### config.mk
export PLATFORM = sky130hd
export DESIGN_NAME = lru_voice_slot_allocator
export DESIGN_NICKNAME = d
export VERILOG_FILES = /design/src/rtl/lvsa_pkg.sv /design/src/rtl/lru_voice_slot_allocator.sv /design/src/rtl/lvsa_ctrl.sv /design/src/rtl/lvsa_datapath.sv
export VERILOG_INCLUDE_DIRS = /design/src /design/src/rtl
export SDC_FILE = /design/constraint.sdc
export NUM_CORES = 1
export LEC_CHECK = 0
export ABC_AREA = 0
export BUFFER_PORTS_ARGS = -buffer_cell sky130_fd_sc_hd__buf_2
export CELL_PAD_IN_SITES_DETAIL_PLACEMENT = 1
export CELL_PAD_IN_SITES_GLOBAL_PLACEMENT = 1
export CORE_ASPECT_RATIO = 1.75
export CORE_MARGIN = 2
export CORE_UTILIZATION = 51
export DETAILED_ROUTE_END_ITERATION = 8
export PLACE_DENSITY_LB_ADDON = 0.1
export SETUP_SLACK_MARGIN = 0.02
export SLEW_MARGIN = 15
export SYNTH_ARGS = -nofsm -noshare
export SYNTH_HDL_FRONTEND = slang
export SYNTH_HIERARCHICAL = 1
export SYNTH_SLANG_ARGS = --single-unit
### constraint.sdc
create_clock -name clk -period 5.1 [get_ports clk]
set_clock_uncertainty 0.05 [all_clocks]
set_input_delay 0.51 -clock clk [delete_from_list [all_inputs] [get_ports clk]]
set_output_delay 0.51 -clock clk [all_outputs]
set_load 0.005 [all_outputs]
### src/rtl/lru_voice_slot_allocator_macros.svh
// Assertion macros shared by the voice slot allocator RTL.
`ifndef LRU_VOICE_SLOT_ALLOCATOR_MACROS_SVH
`define LRU_VOICE_SLOT_ALLOCATOR_MACROS_SVH

// Check that cons holds in the same cycle as ante.
`define LVSA_ASSERT_SAME(label, ante, cons, msg) \
  label: assert property (@(posedge clk) disable iff (rst) (ante) |-> (cons)) \
    else $error(msg);

// Check that cons holds in the cycle after ante.
`define LVSA_ASSERT_NEXT(label, ante, cons, msg) \
  label: assert property (@(posedge clk) disable iff (rst) (ante) |=> (cons)) \
    else $error(msg);

`endif

### src/rtl/lvsa_pkg.sv
// Package with types, constants and helpers of the voice slot allocator.
package lvsa_pkg;

  localparam int NUM_SLOTS = 16;
  localparam int SLOT_W    = (NUM_SLOTS > 1) ? $clog2(NUM_SLOTS) : 1;
  localparam int CNT_W     = $clog2(NUM_SLOTS + 1);

  // Command codes of an input item
  localparam logic [1:0] CMD_ALLOC  = 2'd0;
  localparam logic [1:0] CMD_FINISH = 2'd1;
  localparam logic [1:0] CMD_STOP   = 2'd2;

  typedef struct packed {
    logic [1:0] command;
    logic [3:0] finished_slot;
  } lvsa_in_t;

  typedef struct packed {
    logic [3:0] slot_index;
    logic       stolen;
    logic       accepted;
  } lvsa_out_t;

  typedef enum logic [1:0] {
    ST_IDLE,
    ST_DISPATCH,
    ST_SCAN_FREE,
    ST_SCAN_AGE
  } lvsa_state_t;

  typedef enum logic [2:0] {
    OP_NONE,
    OP_LOAD,
    OP_STEP,
    OP_GRANT,
    OP_STEAL,
    OP_FINISH,
    OP_STOP,
    OP_REJECT
  } lvsa_op_t;

  typedef struct packed {
    lvsa_op_t op;
  } lvsa_ctrl_t;

  typedef struct packed {
    logic [1:0] cmd;
    logic       enabled;
    logic       fin_busy;
    logic       cur_busy;
    logic       idx_last;
    logic       idx_at_count;
    logic       age_hit;
  } lvsa_status_t;

  // Low four bits of a slot number, zero-extended for small pools
  function automatic logic [3:0] slot_to_field(input logic [SLOT_W-1:0] s);
    logic [SLOT_W+3:0] w;
    w = {4'b0000, s};
    return w[3:0];
  endfunction

  // Slot number taken from the four-bit finished_slot field
  function automatic logic [SLOT_W-1:0] field_to_slot(input logic [3:0] f);
    logic [SLOT_W+3:0] w;
    w = {{SLOT_W{1'b0}}, f};
    return w[SLOT_W-1:0];
  endfunction

  // True when the four-bit field names a slot of the pool
  function automatic logic field_in_range(input logic [3:0] f);
    return (32'(f) < 32'(NUM_SLOTS));
  endfunction

endpackage

### src/rtl/lru_voice_slot_allocator.sv
// Top level of the voice slot allocator: controller, datapath and checks.
//
//   channel  | ports                          | handshake
//   ---------+--------------------------------+----------------------------------
//   command  | start, busy, item              | taken when start high, busy low
//   result   | result_valid, result           | one-cycle strobe, no back-pressure
//   config   | cfg_wr_en, cfg_wr_data         | written when cfg_wr_en high
//
// Reject and stop-all items end in the dispatch state; allocate and finish items
// then walk over the busy flags or over the age list, one entry a cycle. The
// result strobe is registered and comes in the cycle after the last step.
// Reset (rst, synchronous) frees all slots, empties the age list and sets
// audio_enabled. Busy stays high from the accepting edge until the result.
`include "lru_voice_slot_allocator_macros.svh"
module lru_voice_slot_allocator (
  input  logic                clk,
  input  logic                rst,
  input  logic                start,
  output logic                busy,
  input  lvsa_pkg::lvsa_in_t  item,
  input  logic                cfg_wr_en,
  input  logic                cfg_wr_data,
  output logic                result_valid,
  output lvsa_pkg::lvsa_out_t result
);
  import lvsa_pkg::*;

  lvsa_ctrl_t   ctrl;
  lvsa_status_t status;

  // Sequence each item
  lvsa_ctrl u_ctrl (
    .clk    (clk),
    .rst    (rst),
    .start  (start),
    .status (status),
    .ctrl   (ctrl),
    .busy   (busy)
  );

  // Hold slot state and build results
  lvsa_datapath u_datapath (
    .clk          (clk),
    .rst          (rst),
    .ctrl         (ctrl),
    .item         (item),
    .cfg_wr_en    (cfg_wr_en),
    .cfg_wr_data  (cfg_wr_data),
    .status       (status),
    .result_valid (result_valid),
    .result       (result)
  );

  // Check: the result arrives only once the walk has ended
  `LVSA_ASSERT_SAME(a_result_idle, result_valid, !busy, "result while busy")
  // Check: an accepted item keeps the block busy in the next cycle
  `LVSA_ASSERT_NEXT(a_accept_busy, start && !busy, busy && !result_valid,
                    "accepted item did not start work")
  // Check: a steal is always a granted allocation
  `LVSA_ASSERT_SAME(a_steal_ok, result_valid && result.stolen, result.accepted,
                    "stolen slot reported as rejected")

endmodule

### src/rtl/lvsa_ctrl.sv
// Controller state machine that sequences the slot and age-list walks.
module lvsa_ctrl (
  input  logic                  clk,
  input  logic                  rst,
  input  logic                  start,
  input  lvsa_pkg::lvsa_status_t status,
  output lvsa_pkg::lvsa_ctrl_t   ctrl,
  output logic                  busy
);
  import lvsa_pkg::*;

  lvsa_state_t state;
  lvsa_state_t state_next;

  // Hold the state register
  always_ff @(posedge clk) begin
    if (rst) begin
      state <= ST_IDLE;
    end else begin
      state <= state_next;
    end
  end

  // Choose the next state
  always_comb begin
    state_next = state;
    case (state)
      ST_IDLE: begin
        if (start) begin
          state_next = ST_DISPATCH;
        end
      end
      ST_DISPATCH: begin
        if (status.cmd == CMD_ALLOC) begin
          state_next = ST_SCAN_FREE;
        end else if (status.cmd == CMD_FINISH && status.fin_busy) begin
          state_next = ST_SCAN_AGE;
        end else begin
          state_next = ST_IDLE;
        end
      end
      ST_SCAN_FREE: begin
        if (!status.cur_busy || status.idx_last) begin
          state_next = ST_IDLE;
        end
      end
      ST_SCAN_AGE: begin
        if (status.idx_at_count || status.age_hit) begin
          state_next = ST_IDLE;
        end
      end
      default: state_next = ST_IDLE;
    endcase
  end

  // Drive the datapath operation
  always_comb begin
    ctrl.op = OP_NONE;
    case (state)
      ST_IDLE: begin
        if (start) begin
          ctrl.op = OP_LOAD;
        end
      end
      ST_DISPATCH: begin
        if (status.cmd == CMD_ALLOC) begin
          ctrl.op = OP_NONE;
        end else if (status.cmd == CMD_FINISH && status.fin_busy) begin
          ctrl.op = OP_NONE;
        end else if (status.cmd == CMD_STOP && status.enabled) begin
          ctrl.op = OP_STOP;
        end else begin
          ctrl.op = OP_REJECT;
        end
      end
      ST_SCAN_FREE: begin
        if (!status.cur_busy) begin
          ctrl.op = OP_GRANT;
        end else if (status.idx_last) begin
          ctrl.op = OP_STEAL;
        end else begin
          ctrl.op = OP_STEP;
        end
      end
      ST_SCAN_AGE: begin
        if (status.idx_at_count || status.age_hit) begin
          ctrl.op = OP_FINISH;
        end else begin
          ctrl.op = OP_STEP;
        end
      end
      default: ctrl.op = OP_NONE;
    endcase
  end

  assign busy = (state != ST_IDLE);

endmodule

### src/rtl/lvsa_datapath.sv
// Datapath: busy flags, age-ordered slot list, walk index and result register.
module lvsa_datapath (
  input  logic                   clk,
  input  logic                   rst,
  input  lvsa_pkg::lvsa_ctrl_t   ctrl,
  input  lvsa_pkg::lvsa_in_t     item,
  input  logic                   cfg_wr_en,
  input  logic                   cfg_wr_data,
  output lvsa_pkg::lvsa_status_t status,
  output logic                   result_valid,
  output lvsa_pkg::lvsa_out_t    result
);
  import lvsa_pkg::*;

  logic [1:0]        cmd_q;
  logic [3:0]        fin_q;
  logic [CNT_W-1:0]  idx;
  logic [NUM_SLOTS-1:0] slot_busy;
  logic [SLOT_W-1:0] age_order [NUM_SLOTS];
  logic [CNT_W-1:0]  age_count;
  logic              audio_enabled;

  logic [SLOT_W-1:0] idx_s;
  logic [SLOT_W-1:0] fin_s;
  logic [SLOT_W-1:0] steal_slot;
  logic [CNT_W-1:0]  count_m1;
  logic              terminal;

  assign idx_s      = idx[SLOT_W-1:0];
  assign fin_s      = field_to_slot(fin_q);
  assign steal_slot = (age_count != '0) ? age_order[0] : '0;
  assign count_m1   = age_count - CNT_W'(1);
  assign terminal   = (ctrl.op == OP_GRANT) || (ctrl.op == OP_STEAL) ||
                      (ctrl.op == OP_FINISH) || (ctrl.op == OP_STOP) ||
                      (ctrl.op == OP_REJECT);

  // Report status to the controller
  always_comb begin
    status.cmd          = cmd_q;
    status.enabled      = audio_enabled;
    status.fin_busy     = field_in_range(fin_q) && slot_busy[fin_s];
    status.cur_busy     = slot_busy[idx_s];
    status.idx_last     = (idx == CNT_W'(NUM_SLOTS - 1));
    status.idx_at_count = (idx == age_count);
    status.age_hit      = (age_order[idx_s] == fin_s);
  end

  // Update control state: busy flags, list length, enable and strobe
  always_ff @(posedge clk) begin
    if (rst) begin
      slot_busy     <= '0;
      age_count     <= '0;
      audio_enabled <= 1'b1;
      result_valid  <= 1'b0;
    end else begin
      result_valid <= terminal;
      if (cfg_wr_en) begin
        audio_enabled <= cfg_wr_data;
      end
      case (ctrl.op)
        OP_GRANT: begin
          slot_busy[idx_s] <= 1'b1;
          if (age_count < CNT_W'(NUM_SLOTS)) begin
            age_count <= age_count + CNT_W'(1);
          end
        end
        OP_STEAL: begin
          slot_busy[steal_slot] <= 1'b1;
          if (age_count == '0) begin
            age_count <= CNT_W'(1);
          end
        end
        OP_FINISH: begin
          slot_busy[fin_s] <= 1'b0;
          if (idx < age_count) begin
            age_count <= count_m1;
          end
        end
        OP_STOP: begin
          slot_busy <= '0;
          age_count <= '0;
        end
        default: begin
        end
      endcase
    end
  end

  // Latch the item, advance the walk, edit the age list, load the result
  always_ff @(posedge clk) begin
    case (ctrl.op)
      OP_LOAD: begin
        cmd_q <= item.command;
        fin_q <= item.finished_slot;
        idx   <= '0;
      end
      OP_STEP: begin
        idx <= idx + CNT_W'(1);
      end
      OP_GRANT: begin
        if (age_count < CNT_W'(NUM_SLOTS)) begin
          age_order[age_count[SLOT_W-1:0]] <= idx_s;
        end
        result <= '{slot_index: slot_to_field(idx_s), stolen: 1'b0, accepted: 1'b1};
      end
      OP_STEAL: begin
        // Drop the oldest entry and append the same slot as newest
        if (age_count == '0) begin
          age_order[0] <= '0;
        end else begin
          for (int j = 0; j < NUM_SLOTS; j++) begin
            if (CNT_W'(j) == count_m1) begin
              age_order[j] <= steal_slot;
            end else if (j < NUM_SLOTS - 1) begin
              age_order[j] <= age_order[j + 1];
            end
          end
        end
        result <= '{slot_index: slot_to_field(steal_slot), stolen: 1'b1,
                    accepted: 1'b1};
      end
      OP_FINISH: begin
        // Close the gap left by the finished slot
        if (idx < age_count) begin
          for (int j = 0; j < NUM_SLOTS - 1; j++) begin
            if (CNT_W'(j) >= idx) begin
              age_order[j] <= age_order[j + 1];
            end
          end
        end
        result <= '{slot_index: fin_q, stolen: 1'b0, accepted: 1'b1};
      end
      OP_STOP: begin
        result <= '{slot_index: 4'd0, stolen: 1'b0, accepted: 1'b1};
      end
      OP_REJECT: begin
        result <= '{slot_index: (cmd_q == CMD_FINISH) ? fin_q : 4'd0,
                    stolen: 1'b0, accepted: 1'b0};
      end
      default: begin
      end
    endcase
  end

endmodule

==> metrics.cfg, run 1 <==
[status]
outcome = finished, final reports clean

[clock_network]
cts-buffers-inserted = 9
clk_path_buf_depth = 2
clock-root-buffer = clkbuf_16
clk-insertion-delay-late_ps = 360
clock_sinks = 110
post_cts_buffers = 0
cts_max_level = 3
holdBufCountCts = 0
path_clk_slew_ps = 80
tritoncts = yes

[pwr]
powerDensity_mw_per_mm2 = 299.0
vdd_ir_drop_max_uv = 154.4
p_leak_nw = 2.804

[layout]
drive_gt1_share_pct = 19.46
nNetsFinal = 803
area_growth_pct = 6.799
layout_common_cells = edfxtp_1, nand2_1, o21ai_0
final_common_cell = edfxtp_1
diodes = 0

[synthesis]
async_flop_share_pct = 0
ys.warnings.count = 6
synth_edf_count = 81
ys_seq_area_share_pct = 38.61
synth_cell_types = 88
synthFlopType = edfxtp_1
synthCells = 773
synth_seq_cells = 110
synthesis.area_mm2 = 0.007802
syn_nets = 800
synth.avg_cell_area_um2 = 10.09

[drt]
vias = 7140
vias_per_cell = 7.407
dr.pass1.iters = 5
drc = 0
route.detailed.wl_per_inst_um = 32.61
drt_iter0_drc = 680
antenna_left = 0
wirelength_um = 31430

[placed_design]
pre_cts_ws_ps = 267.6
post-dp-hpwl_um = 24160
portBuffers = 18
gp_congestion = 1.076

[global_route]
overflow = 0
grt.total_usage_pct = 38.88
grt_pass1_wl_um = 47330
grt_max_degree = 26
antenna_found_initial = 0
grt_pass1_vias = 7636

[critical_path]
crit_buf_inv = 2
path_cells = mux4_2, mux2i_1, mux2i_1, xor2_1, nor4_1, buf_4, o21ai_0, o21ai_0, a2bb2oi_1, or3b_1, a21oi_2, buf_4, a31oi_1, nand2_1
cp-start-kind = register
end_kind = register
cp.required_ps = 5090
rrSetupSlack_ps = 340
cp-endpoint = u_datapath/age_order[7][1]$_DFFE_PP_
r2r_cells = 14
cp_top_family = compound AO/OA/AOI/OAI gates
worst_path_largest_cell_delay_ps = 630
path_depth = 14
worstSetupPathType = register to register
reg2reg_to = u_datapath/age_order[7][1]$_DFFE_PP_
worst-endpoint-arrival_ps = 4750
cp_slowest_cell = dfxtp_1
crit_fanout = 20

[sta]
setup_tns_ps = 0
max_freq_mhz = 210.2
setup_viol = 0
drv_slew = 0
worst_slack_ps = 342.0
fin_crit_sh_pct = 93.29
period_needed_ps = 4758
maxSlewHeadroom_pct = 32.03
finalHoldViolCount = 0
rsz0062_at_grt = no
worstMarginPinSlew_ps = 1020

[run]
maxCapViolations = 0

[die]
dieHeight_um = 167.6
ios = 19
start_util_pct = 52.32
fp.dieW_um = 97.50
dieArea_mm2 = 0.01634
coreArea_mm2 = 0.01491
rows = 59

[hold_path]
hold_class = input pin to register

[power breakdown]
part / internal [W] / leakage (nW) / switching, W
Sequential: 0.00102 / 0.981 / 0.0000834
Combinational: 0.000251 / 1.68 / 0.000426
Clock: 0.000345 / 0.145 / 0.000363
Total: 0.00162 / 2.80 / 0.000872
[worst min-delay path by stage]
stage	startpoint	to	slack, ps	cells past startpoint
6_report	item[2]	u_datapath/fin_q[2]$_DFFE_PP_	280	1
5_1_grt	item[5]	u_datapath/cmd_q[1]$_DFFE_PP_	270	1
4_1_cts	item[2]	u_datapath/fin_q[2]$_DFFE_PP_	270	1
3_5_place_dp	u_datapath/slot_busy[0]$_SDFFE_PP0P_	u_datapath/slot_busy[0]$_SDFFE_PP0P_	450	1
3_3_place_gp	u_datapath/slot_busy[0]$_SDFFE_PP0P_	u_datapath/slot_busy[0]$_SDFFE_PP0P_	430	1
2_1_floorplan	u_datapath/slot_busy[0]$_SDFFE_PP0P_	u_datapath/slot_busy[0]$_SDFFE_PP0P_	400	1
[what timing repair did]
action,in CTS,in global routing
endpoints found under the setup margin,0,40
resized for setup,0,5
hold endpoints to repair,0,0
[stage by stage]
step	cell area, um2	utilization, %	std cells	total power, W	hold WS (ps)
finish	8333	55.88	964	0.002491	275.8
global route	8333	55.88	964	0.002574	268.7
CTS	8313	55.75	964	0.002477	271.9
detailed placement	8020	53.78	948	0.001780	451.5
global placement	8020	53.78	948	0.001749	425.2
floorplan	7802	-	773	0.001563	403.1
[synth_stat cells (6+ instances only)]
cell      instances  area share, %
a211oi_1         29            2.8
a21o_1            6           0.58
a21oi_1          41            2.6
a221o_1          11            1.4
a221oi_1          8           0.90
a31oi_1          19            1.5
buf_1             6           0.29
buf_2            14           0.90
buf_6             6           0.87
clkbuf_1         28            1.3
clkbuf_8          8            1.4
dfxtp_1          29            7.4
edfxtp_1         81             31
ha_1             16            2.6
inv_1            18           0.87
mux2_2            6           0.87
mux2i_1          27            3.5
mux4_2           26            7.5
nand2_1          64            3.1
nand2b_1         16            1.3
nand3_1          25            1.6
nand4_1           6           0.48
nor2_1           38            1.8
nor2b_1           8           0.64
nor3_1           18            1.2
o211ai_1         10           0.96
o21ai_0          49            3.1
o221ai_1         12            1.3
o22ai_1          10           0.80
or2_2             8           0.64
or3_1            11           0.88
[metal layers]
| layer | GRT usage [%] | up-vias | wire [um] |
|---|---|---|---|
| met3 | 6.469 | 151 | 2165 |
| met1 | 41.53 | 3529 | 10540 |
| met2 | 67.65 | 414 | 15870 |
| li1 | - | 3046 | - |
| met5 | 0 | - | 0 |
| met4 | 29.59 | 0 | 2863 |
[cells by family (layout without fill, tap and decap cells)]
logic type                 after synthesis  in the layout  share of synthesized area [%]
AOI/OAI and AO/OA                      266            266                          24.57
xor gates and xnor gates                 7              7                         0.7858
adders and majority gates               16             16                          2.566
buffers and inverters                   87             95                          6.366
DFF                                    110            110                          38.61
muxes                                   59             59                          11.83
and+or+nand+nor                        228            228                          15.27
[area by class of cell]
class | instances | area (um2)
well taps | 183 | 229.0
multi-input cells | 576 | 4310
clock buffers | 9 | 225.2
clock inverters | 7 | 67.56
flip-flops and latches | 110 | 3015
fillers | 1622 | 6579
repair buffers | 59 | 410.4
inverters | 20 | 75.07
[flip-flops by register name, indices dropped and copies added (netlist names), named ones only]
signal and flops:
u_datapath/age_order 64, u_datapath/slot_busy 16, u_datapath/result 6, u_datapath/age_count 5
u_datapath/idx 5, u_datapath/fin_q 4, u_ctrl/state 2, u_datapath/cmd_q 2
u_datapath/audio_enabled 1, u_datapath/result_valid 1
[worst reg2reg max path: cells and delay by family (launching register included)]
family	cells	cell delay [ps]
AND/OR/NAND/NOR	3	1050
multiplexers	3	880
XOR/XNOR	1	150
AO/OA/AOI/OAI	5	1220
buffers and inverters	2	450
flip-flops	1	630
Note: power is estimated with default switching activity, not from simulation.
==> inputs of run 2 (changes only) <==
--- a/config.mk
+++ b/config.mk
@@ -7,13 +7,12 @@
 export NUM_CORES = 1
 export LEC_CHECK = 0
 export ABC_AREA = 0
-export BUFFER_PORTS_ARGS = -buffer_cell sky130_fd_sc_hd__buf_2
 export CELL_PAD_IN_SITES_DETAIL_PLACEMENT = 1
 export CELL_PAD_IN_SITES_GLOBAL_PLACEMENT = 1
 export CORE_ASPECT_RATIO = 1.75
-export CORE_MARGIN = 2
-export CORE_UTILIZATION = 51
+export CORE_UTILIZATION = 52
 export DETAILED_ROUTE_END_ITERATION = 8
+export DONT_BUFFER_PORTS = 1
 export PLACE_DENSITY_LB_ADDON = 0.1
 export SETUP_SLACK_MARGIN = 0.02
 export SLEW_MARGIN = 15
==> run 2 against run 1 <==
- non-clock buffer count down 28
- count of clock-buffer cells in the layout up 1
- critical path depth up 1
- power up 1.3%
- clock power up 4.8%
- via count is 0.14% higher
- routed wire length fell by 0.47%
- die area fell by 5.1%
- final cell count shrank 2.8%
- sequential cell count unchanged
- design area is 2.0% lower
==> metrics.cfg, run 2 (same netlist as run 1, synthesis figures left out) <==
[status]
outcome = finished, final reports clean

[drt]
vias_per_cell = 7.631
vias = 7150
route.detailed.wl_per_inst_um = 33.39
wirelength_um = 31290
antenna_left = 0
drc = 0
drt_iter0_drc = 731
dr.pass1.iters = 5

[critical_path]
worst-endpoint-arrival_ps = 5050
cp-endpoint = u_datapath/age_order[2][2]$_DFFE_PP_
cp_top_family = simple AND/OR/NAND/NOR gates
reg2reg_to = u_datapath/age_order[2][2]$_DFFE_PP_
cp_slowest_cell = dfxtp_1
rrSetupSlack_ps = 150
r2r_cells = 15
crit_buf_inv = 2
worstSetupPathType = register to register
cp.required_ps = 5190
cp-start-kind = register
end_kind = register
worst_path_largest_cell_delay_ps = 630
path_cells = mux4_2, mux2i_1, mux2i_1, xor2_1, nor4_2, o21ai_0, o21ai_0, o2bb2ai_1, buf_4, and3b_1, nand2_2, nor4_1, buf_4, nor2_1, o311ai_0
crit_fanout = 16
path_depth = 15

[placed_design]
pre_cts_ws_ps = 125.9
portBuffers = 0
gp_congestion = 1.070
post-dp-hpwl_um = 24080

[sta]
fin_crit_sh_pct = 97.13
period_needed_ps = 4954
setup_viol = 0
worst_slack_ps = 146.2
maxSlewHeadroom_pct = 19.10
worstMarginPinSlew_ps = 1213
max_freq_mhz = 201.9
drv_slew = 0
finalHoldViolCount = 0

[die]
coreArea_mm2 = 0.01451
fp.dieW_um = 94.60
ios = 19
dieHeight_um = 164.0
start_util_pct = 53.76
dieArea_mm2 = 0.01552
rows = 58

[pwr]
vdd_ir_drop_max_uv = 169.7
switchingPower_w = 0.0008669
p_clk_share_pct = 29.4
finalPower_w = 0.002523
p_leak_nw = 2.681
pwr-share-seq_pct = 44.2
power.internal_w = 0.001657
pwr-share-comb_pct = 26.5
powerDensity_mw_per_mm2 = 308.9
netSwitchingFraction_pct = 34.35

[clock_network]
clock_sinks = 110
path_clk_slew_ps = 80
cts-buffers-inserted = 9
post_cts_buffers = 0
clk_path_buf_depth = 2
tritoncts = yes
clock-root-buffer = clkbuf_16
clk-insertion-delay-late_ps = 360
cts-resized-gates = 0
cts_max_level = 3
holdBufCountCts = 0

[global_route]
grt_pass1_vias = 7245
antenna_found_initial = 5
grt_max_degree = 27
grt.total_usage_pct = 42.22
grt_pass1_wl_um = 46400
overflow = 0

[layout]
layout_common_cells = edfxtp_1, nand2_1, o21ai_0
nNetsFinal = 775
top_register = u_datapath/age_order
area_growth_pct = 4.698
fill_cells = 1587
largest_reg_flops = 64
drive_gt1_share_pct = 15.80
reg.largest.list = u_datapath/age_order (64), u_datapath/slot_busy (16), u_datapath/result (6)
final_common_cell = edfxtp_1

[run]
maxCapViolations = 0

[hold_path]
hold_class = input pin to register

[run 2: power groups by stage]
stage | clock network (W) | logic, W | registers, W
global route | 0.000776 | 0.000705 | 0.00112
finish | 0.000741 | 0.000668 | 0.00111
detailed placement | 0 | 0.000636 | 0.00113
global placement | 0 | 0.000613 | 0.00113
CTS | 0.000746 | 0.000639 | 0.00111
floorplan | 0 | 0.000498 | 0.00106
[run 2: per-layer routing]
metal  track usage, %  vias up  share of wire, %
li1                 -     2993                 -
met3            10.00      182               7.4
met5                0        -             0.038
met1            43.90     3510                33
met2            71.08      463                50
met4            34.30        2               9.7
[run 2: per-stage QoR]
stage | std cells | hold WS [ps] | util [%] | instance area (um2) | TNS, ps
final | 937 | 165.2 | 56.28 | 8169 | 0
after global routing | 933 | 159.7 | 56.22 | 8159 | -1596
after CTS | 933 | 165.3 | 56.11 | 8144 | 0
after detailed placement | 917 | 458.4 | 54.01 | 7839 | 0
after global placement | 917 | 444.6 | 54.01 | 7839 | 0
after floorplan | 773 | 403.1 | - | 7802 | 0
[run 2: worst min-delay path by stage]
stage	from	to	slack (ps)	cells after the start
5_1_grt	rst	u_datapath/slot_busy[5]$_SDFFE_PP0P_	160	1
3_5_place_dp	u_datapath/slot_busy[0]$_SDFFE_PP0P_	u_datapath/slot_busy[0]$_SDFFE_PP0P_	460	1
4_1_cts	rst	u_datapath/slot_busy[6]$_SDFFE_PP0P_	170	1
2_1_floorplan	u_datapath/slot_busy[0]$_SDFFE_PP0P_	u_datapath/slot_busy[0]$_SDFFE_PP0P_	400	1
3_3_place_gp	u_datapath/slot_busy[0]$_SDFFE_PP0P_	u_datapath/slot_busy[0]$_SDFFE_PP0P_	440	1
6_report	rst	u_datapath/slot_busy[5]$_SDFFE_PP0P_	170	1
[run 2: layout make-up]
cell class                 count  area [um2]  share of cell area [%]
multi-input combinational    576        4308                   52.73
sequential                   110        3013                   36.88
timing repair buffer          31       232.7                   2.849
clock buffer                  10       229.0                   2.803
tap                          180       225.2                   2.757
clock inverter                 6       76.32                  0.9343
inverter                      20       75.07                  0.9190
antenna                        4       10.01                  0.1225
